--- config.mk ---
export PLATFORM = sky130hd
export DESIGN_NAME = rpm_mod
export DESIGN_NICKNAME = d
export VERILOG_FILES = /design/src/rtl/core/rpm_pkg.sv /design/src/rtl/core/rpm_mod.sv
export SDC_FILE = /design/constraint.sdc
export NUM_CORES = 1
export LEC_CHECK = 0
export BUFFER_PORTS_ARGS = -buffer_cell sky130_fd_sc_hd__buf_2
export CAP_MARGIN = 20
export CORE_MARGIN = 4
export CORE_UTILIZATION = 30
export DETAILED_ROUTE_END_ITERATION = 8
export PLACE_DENSITY = 0.48
export SYNTH_ARGS = -nofsm -noshare
export SYNTH_HDL_FRONTEND = slang
export SYNTH_SLANG_ARGS = --single-unit
--- constraint.sdc ---
create_clock -name clk -period 3.05 [get_ports clk]
set_input_delay 0.1525 -clock clk [delete_from_list [all_inputs] [get_ports clk]]
set_output_delay 0.1525 -clock clk [all_outputs]
set_load 0.03 [all_outputs]
--- src/rtl/core/rpm_pkg.sv ---
// Package for the randomized Prim maze carver: command and result beat
// types, operation codes, cell word bits and register indexes. No dependencies.
`timescale 1ns / 1ps

package rpm_pkg;

  localparam int COORD_W = 6;
  localparam int RAND_W  = 32;
  localparam int CFG_W   = 7;
  localparam int CELL_W  = 6;
  localparam int DIR_W   = 4;

  localparam logic [1:0] OP_START = 2'd0;
  localparam logic [1:0] OP_STEP  = 2'd1;
  localparam logic [1:0] OP_READ  = 2'd2;
  localparam logic [1:0] OP_RSVD  = 2'd3;

  localparam logic [0:0] CFG_GRID_WIDTH  = 1'b0;
  localparam logic [0:0] CFG_GRID_HEIGHT = 1'b1;

  localparam logic [DIR_W-1:0] DIR_NONE = 4'd0;
  localparam logic [DIR_W-1:0] DIR_N    = 4'd1;
  localparam logic [DIR_W-1:0] DIR_S    = 4'd2;
  localparam logic [DIR_W-1:0] DIR_W4   = 4'd4;
  localparam logic [DIR_W-1:0] DIR_E    = 4'd8;

  localparam logic [CELL_W-1:0] BIT_MARKED = 6'd16;
  localparam logic [CELL_W-1:0] BIT_AVAIL  = 6'd32;

  typedef struct packed {
    logic [1:0]         op;
    logic [COORD_W-1:0] col;
    logic [COORD_W-1:0] row;
    logic [RAND_W-1:0]  rand_a;
    logic [RAND_W-1:0]  rand_b;
  } cmd_t;

  typedef struct packed {
    logic [COORD_W-1:0] cell_col;
    logic [COORD_W-1:0] cell_row;
    logic [COORD_W-1:0] link_col;
    logic [COORD_W-1:0] link_row;
    logic [DIR_W-1:0]   link_dir;
    logic [CELL_W-1:0]  cell_bits;
    logic               frontier_empty;
    logic               error;
  } rsp_t;

endpackage

--- src/rtl/core/rpm_mod.sv ---
// Bit-serial remainder unit: dividend modulo divisor, one quotient bit a cycle.
// Depends on rpm_pkg for the dividend width.
`timescale 1ns / 1ps

module rpm_mod #(
  parameter int DW = 13
) (
  input  logic                       clk,
  input  logic                       rst,
  input  logic                       start,
  input  logic [rpm_pkg::RAND_W-1:0] dividend,
  input  logic [DW-1:0]              divisor,
  output logic                       done,
  output logic [DW-1:0]              rem
);

  localparam int CW = $clog2(rpm_pkg::RAND_W);

  logic                       running;
  logic [CW-1:0]              cnt;
  logic [rpm_pkg::RAND_W-1:0] sh;
  logic [DW-1:0]              dvs;
  logic [DW:0]                trial;
  logic [DW:0]                diff;

  assign trial = {rem, sh[rpm_pkg::RAND_W-1]};
  assign diff  = trial - {1'b0, dvs};

  always_ff @(posedge clk) begin
    if (rst) begin
      running <= 1'b0;
      done    <= 1'b0;
      cnt     <= '0;
    end else begin
      done <= running && !start && (cnt == CW'(rpm_pkg::RAND_W - 1));
      if (start) begin
        running <= 1'b1;
        cnt     <= '0;
        sh      <= dividend;
        dvs     <= divisor;
        rem     <= '0;
      end else if (running) begin
        // Restoring step: keep the difference when it did not go negative.
        if (trial >= {1'b0, dvs}) begin
          rem <= diff[DW-1:0];
        end else begin
          rem <= trial[DW-1:0];
        end
        sh  <= sh << 1;
        cnt <= cnt + 1'b1;
        if (cnt == CW'(rpm_pkg::RAND_W - 1)) begin
          running <= 1'b0;
        end
      end
    end
  end

endmodule

# After elaboration in Yosys (flattened, before gate mapping)
# Cells that the tools add are included.
[word_totals]
register_bits = 65
latchBits = 0
ramBits = 0
romBits = 0
out_inout_bits = 14
word_cells = 25
memories = 0
[classes]
addsub = 2
mul = 0
div_mod_pow = 0
magnitude_cmp = 1
n_eq_ne = 1
shifts = 0
muxes = 7
bitwise_logic = 1
reduce_logical = 7
[op_table]
columns = ["cell", "n"]
rows = [
  ["two-way mux 32 bit", 2],
  ["two-way mux 13 bit", 2],
  [">= comparator 14 x 13 -> 1 bit", 1],
  ["subtractor 13 bit", 1],
  ["adder 5 x 1 -> 5 bit, second input constant", 1],
  ["== test 5 bit, second input constant", 1],
  ["AND reduction 2 bit", 2],
  ["two-way mux 1 bit", 3],
  ["logical AND 1 bit", 2],
  ["nonzero test 2 bit", 1],
  ["OR reduction 2 bit", 1],
  ["zero test 1 bit", 1],
  ["inverter 1 bit", 1],
]

# Longest topological paths before layout
[depth]
word_depth = 4
ltp_mapped = 11
mapped_depth_nobuf = 10

# Worst setup path after synthesis
# Ideal clock, no wire load.
[synth_timing]
path_kind = "input port to flip-flop"
start = "in start"
end = "reg rem[0] (enable)"
setup_time_ns = 0.448
t_arrival_ns = 2.727
required_time_ns = 2.602
setup_slack_ns = -0.124
stages = 4
n_path_buf = 2
cell_sequence = "clkbuf_1 buf_1 nor2_1 nor2_1"
[synth_between]
elab_chain_len = 2
[synth_lines]
columns = ["element", "line_no", "source"]
rows = [
  ["start, declared", "rpm_mod.sv:10", "input logic start,"],
  ["nonzero test 2 bit (no source line)", "-", ""],
  ["AND reduction 2 bit (no source line)", "-", ""],
  ["end signal, assigned", "rpm_mod.sv:45", "rem <= diff[DW-1:0];"],
  ["end signal, assigned", "rpm_mod.sv:47", "rem <= trial[DW-1:0];"],
  ["end, declared", "rpm_mod.sv:14", "output logic [DW-1:0] rem"],
]
# Every way passes these cells.
# A chain may end at the register's enable or synchronous reset.

# Worst setup path after layout
[layout_timing]
start = "reg rem[1]"
end = "reg rem[7], data pin"
[layout_between]
elab_chain_len = 3
word_cells_on_any_way = 4
cone_classes = "add/sub (1); order compare (1); mux (2)"
[layout_lines]
columns = ["element", "line_no", "source"]
rows = [
  ["subtractor 13 bit / >= comparator 14 x 13 -> 1 bit (equally long branches)", "rpm_mod.sv:27, rpm_mod.sv:44", ""],
  ["two-way mux 13 bit *", "rpm_mod.sv:44", "if (trial >= {1'b0, dvs}) begin"],
  ["two-way mux 13 bit *", "rpm_mod.sv:42", "end else if (running) begin"],
]
# Every way passes the cells marked *; elsewhere a longest branch is shown, timed or not. The select of a mux whose other input is x is not followed.

==> key figures <==
Final layout
  – Post-route core utilization: 39.6%
  – Most common cell after layout, fill and taps aside: buf_2
  – Share of post-route cells with drive strength above 1: 34.7%
  – Syn-to-layout area delta: 26.5%
  – Ant diodes: 0
  – Post-route insts no fill: 476
  – Nets: 399
  – Commonest cells after routing, fill and taps aside: buf_2 (61), edfxtp_1 (58), mux2_2 (31)

Setup path
  – Cell count of the worst reg-to-reg path: 9
  – CP Capture Type: flop
  – Highest net fanout along the worst path: 11
  – Reg-to-reg critical path endpoint: rem[7]
  – R2R Path Start: rem[1]
  – Critical Path Max Stage Delay: 0.41 ns
  – CP arrival: 2.88 ns
  – Buf+Inv Stages, Crit Path: 1
  – Worst-path cell chain: ha_1, nor2b_1, o31a_1, o31ai_2, a21oi_2, a2111oi_4, buf_4, mux2i_1, nor2_1
  – Critical Path RT: 3.13 ns
  – Largest delay share family, worst path: compound AO/OA/AOI/OAI gates
  – Critical-path cell with the highest stage delay: edfxtp_1
  – CP Launch Type: flop
  – R2r setup slk: 0.25 ns
  – Critical path class: flop to flop

Logic synthesis
  – Asr flop ratio synth: 0%
  – Largest family of logic cells by synthesized area: multiplexers
  – Mean post-synth cell area: 13.0 um^2
  – EDFF count, synth: 58
  – Synth warnings: 0
  – Count of cell types in the netlist: 39
  – Post-Syn Instances: 253
  – Compound-cell area share of the yosys netlist: 6.95%
  – Synthesized area: 0.00329 mm^2
  – Seq/Total Area, Yosys: 57.1%
  – Post-Synth Adder-Cell Area: 6.31%
  – Post-synthesis mux area share: 14.9%
  – Yosys reg bits: 65
  – Xor/xnor cell area share of the yosys netlist: 2.93%
  – Post-Synth Simple-Gate Area: 8.74%
  – Main synth FF type: edfxtp_1
  – Syn Nets: 317

Hold path
  – Hold path depth: 2
  – HP Class: input port to flop
  – Sink of the worst hold path: sh[0]
  – Hold_sp: dividend[0]

Clock network
  – # clock sinks: 65
  – Root Buffer: clkbuf_8
  – Post-CTS sizing: 0
  – Worst skew pair latency: 0.34 ns
  – CTS HTree Levels: 3
  – Cts bufs inserted: 9
  – TritonCTS clock tree: done
  – Clk pin slew, worst setup/hold paths: 0.08 ns
  – Post-CTS Setup Bufs: 0
  – Maximum clock path buffer count: 2

Global route
  – Total GRT Usage: 10.8%
  – Grt ovf: 0
  – Initial antenna violation count: 0
  – Largest net degree at the start of global routing: 32
  – Vias in the first global route: 2193
  – Global-route wire length before repair: 10800 um

STA
  – Worst Skew: 0.00427 ns
  – Tcrit/Tclk final: 91.8%
  – Max_slew headroom: 57.7%
  – Fin. max-slew vios: 0
  – Hold_ws: 0.0957 ns
  – RSZ-0062 raised after global routing: false
  – Max Freq: 0.357 GHz
  – Worst Tran Pin Value: 0.618 ns
  – # setup viols final: 0
  – Final Hold Fails: 0
  – Setup TNS: 0 ns
  – Final min period: 2.80 ns

Power
  – Worst vdd ir: 300 uV
  – P_sw: 0.000643 W
  – Pint: 0.00182 W
  – P per Cell Area: 591 mW/mm^2
  – Comb pwr share: 19.4%
  – Clk pwr share: 36.8%
  – Lkg Pwr: 1.68 nW
  – Switching fraction of total power: 26.1%
  – Sequential power share: 43.8%

Route
  – Initial DRC count: 74
  – Via count: 2178
  – 1st-pass router iterations: 4
  – Mean number of vias per cell: 4.58
  – Total Wirelength: 6540 um
  – Final ANT Viol Nets: 0
  – Wire per inst: 13.7 um
  – Remaining DRCs: 0

Floorplan
  – DIE AREA: 0.0127 mm^2
  – Die W: 113 um
  – CORE AREA: 0.0105 mm^2
  – IO Pins: 62
  – Row count: 37
  – Initial Util: 31.3%
  – Height of the die: 113 um

Placement
  – Dpl cells: 447
  – GPL Wtd Cong: 0.787
  – DP Wirelength: 4660 um
  – Port bufs: 61

Outcome
  – Status: completed

Run
  – Max-Cap Viols: 0
[Yosys cell counts, types with 3 or more instances]
| cell type | count | area [um^2] |
|---|---|---|
| nand4_1 | 3 | 18.8 |
| mux2i_1 | 14 | 140 |
| dfxtp_1 | 7 | 140 |
| a21oi_1 | 12 | 60.1 |
| o21ai_0 | 3 | 15.0 |
| xnor2_1 | 7 | 61.3 |
| clkbuf_1 | 5 | 18.8 |
| mux2_2 | 31 | 349 |
| nor2b_1 | 8 | 50.1 |
| xor2_1 | 4 | 35.0 |
| inv_1 | 16 | 60.1 |
| buf_1 | 3 | 11.3 |
| edfxtp_1 | 58 | 1740 |
| ha_1 | 15 | 188 |
| nand2b_1 | 3 | 18.8 |
| nor2_1 | 20 | 75.1 |
| nand2_1 | 9 | 33.8 |
| nor3_1 | 10 | 50.1 |
[how the worst max path moves through the flow]
stage / start / endpoint / cells past startpoint
6_report: rem[1] / rem[7] / 9
5_1_grt: rem[1] / rem[7] / 9
4_1_cts: rem[1] / rem[7] / 9
3_5_place_dp: rem[1] / rem[7] / 9
3_3_place_gp: rem[1] / rem[10] / 9
2_1_floorplan: rem[1] / rem[10] / 9
[metal layers]
layer	vias up	GRT usage, %	share of wire [%]
met5	-	0	0
met4	0	3.13	0.90
met3	5	4.81	6.5
met2	46	17.5	49
met1	1037	13.1	44
li1	1090	-	-
[kinds of logic after synthesis]
family | Yosys count
DFF | 65
and+or+nand+nor | 59
muxes | 45
AOI/OAI and AO/OA | 32
buffers and inverters | 25
adders and majority gates | 16
xor gates and xnor gates | 11
[flip-flops by register name (all words and copies together) (netlist names)]
name and flops:
running 1, cnt 5, dvs 13, sh 32
rem 13, done 1
[metrics by stage]
| stage | cell area (um^2) | setup WS [ns] | total power (W) |
|---|---|---|---|
| final | 4170 | 0.251 | 0.00246 |
| after global routing | 4170 | 0.0349 | 0.00261 |
| after CTS | 4170 | 0.223 | 0.00251 |
| after detailed placement | 3790 | 0.228 | 0.00157 |
| after global placement | 3790 | 0.318 | 0.00157 |
| after floorplan | 3300 | 0.123 | 0.00144 |
[power groups by stage]
| stage | Clock (W) | Combinational (W) | Sequential [W] |
|---|---|---|---|
| after global placement | 0 | 0.000466 | 0.00110 |
| after detailed placement | 0 | 0.000469 | 0.00110 |
| after global routing | 0.000995 | 0.000531 | 0.00109 |
| after CTS | 0.000942 | 0.000484 | 0.00108 |
| after floorplan | 0 | 0.000315 | 0.00113 |
| final | 0.000906 | 0.000476 | 0.00108 |
[worst reg2reg max path, cell delays in order (launching register included)]
cell and delay (ns):
edfxtp_1 0.41, ha_1 0.38, nor2b_1 0.16, o31a_1 0.28, o31ai_2 0.28, a21oi_2 0.11
a2111oi_4 0.35, buf_4 0.29, mux2i_1 0.21, nor2_1 0.06
[final cells by class]
| class | count | area [um^2] |
|---|---|---|
| flip-flops and latches | 65 | 1880 |
| clock inverters | 6 | 115 |
| multi-input cells | 163 | 1320 |
| repair buffers | 80 | 493 |
| clock buffers | 10 | 128 |
| well taps | 136 | 170 |
| fillers | 1032 | 6340 |
| inverters | 16 | 60.1 |
[timing repair]
action | CTS | global route
hold buffers | 13 | 0
hold endpoints to repair | 13 | 0
endpoints found under the setup margin | 0 | 0
No activity file was read; power rests on OpenSTA's default activity.
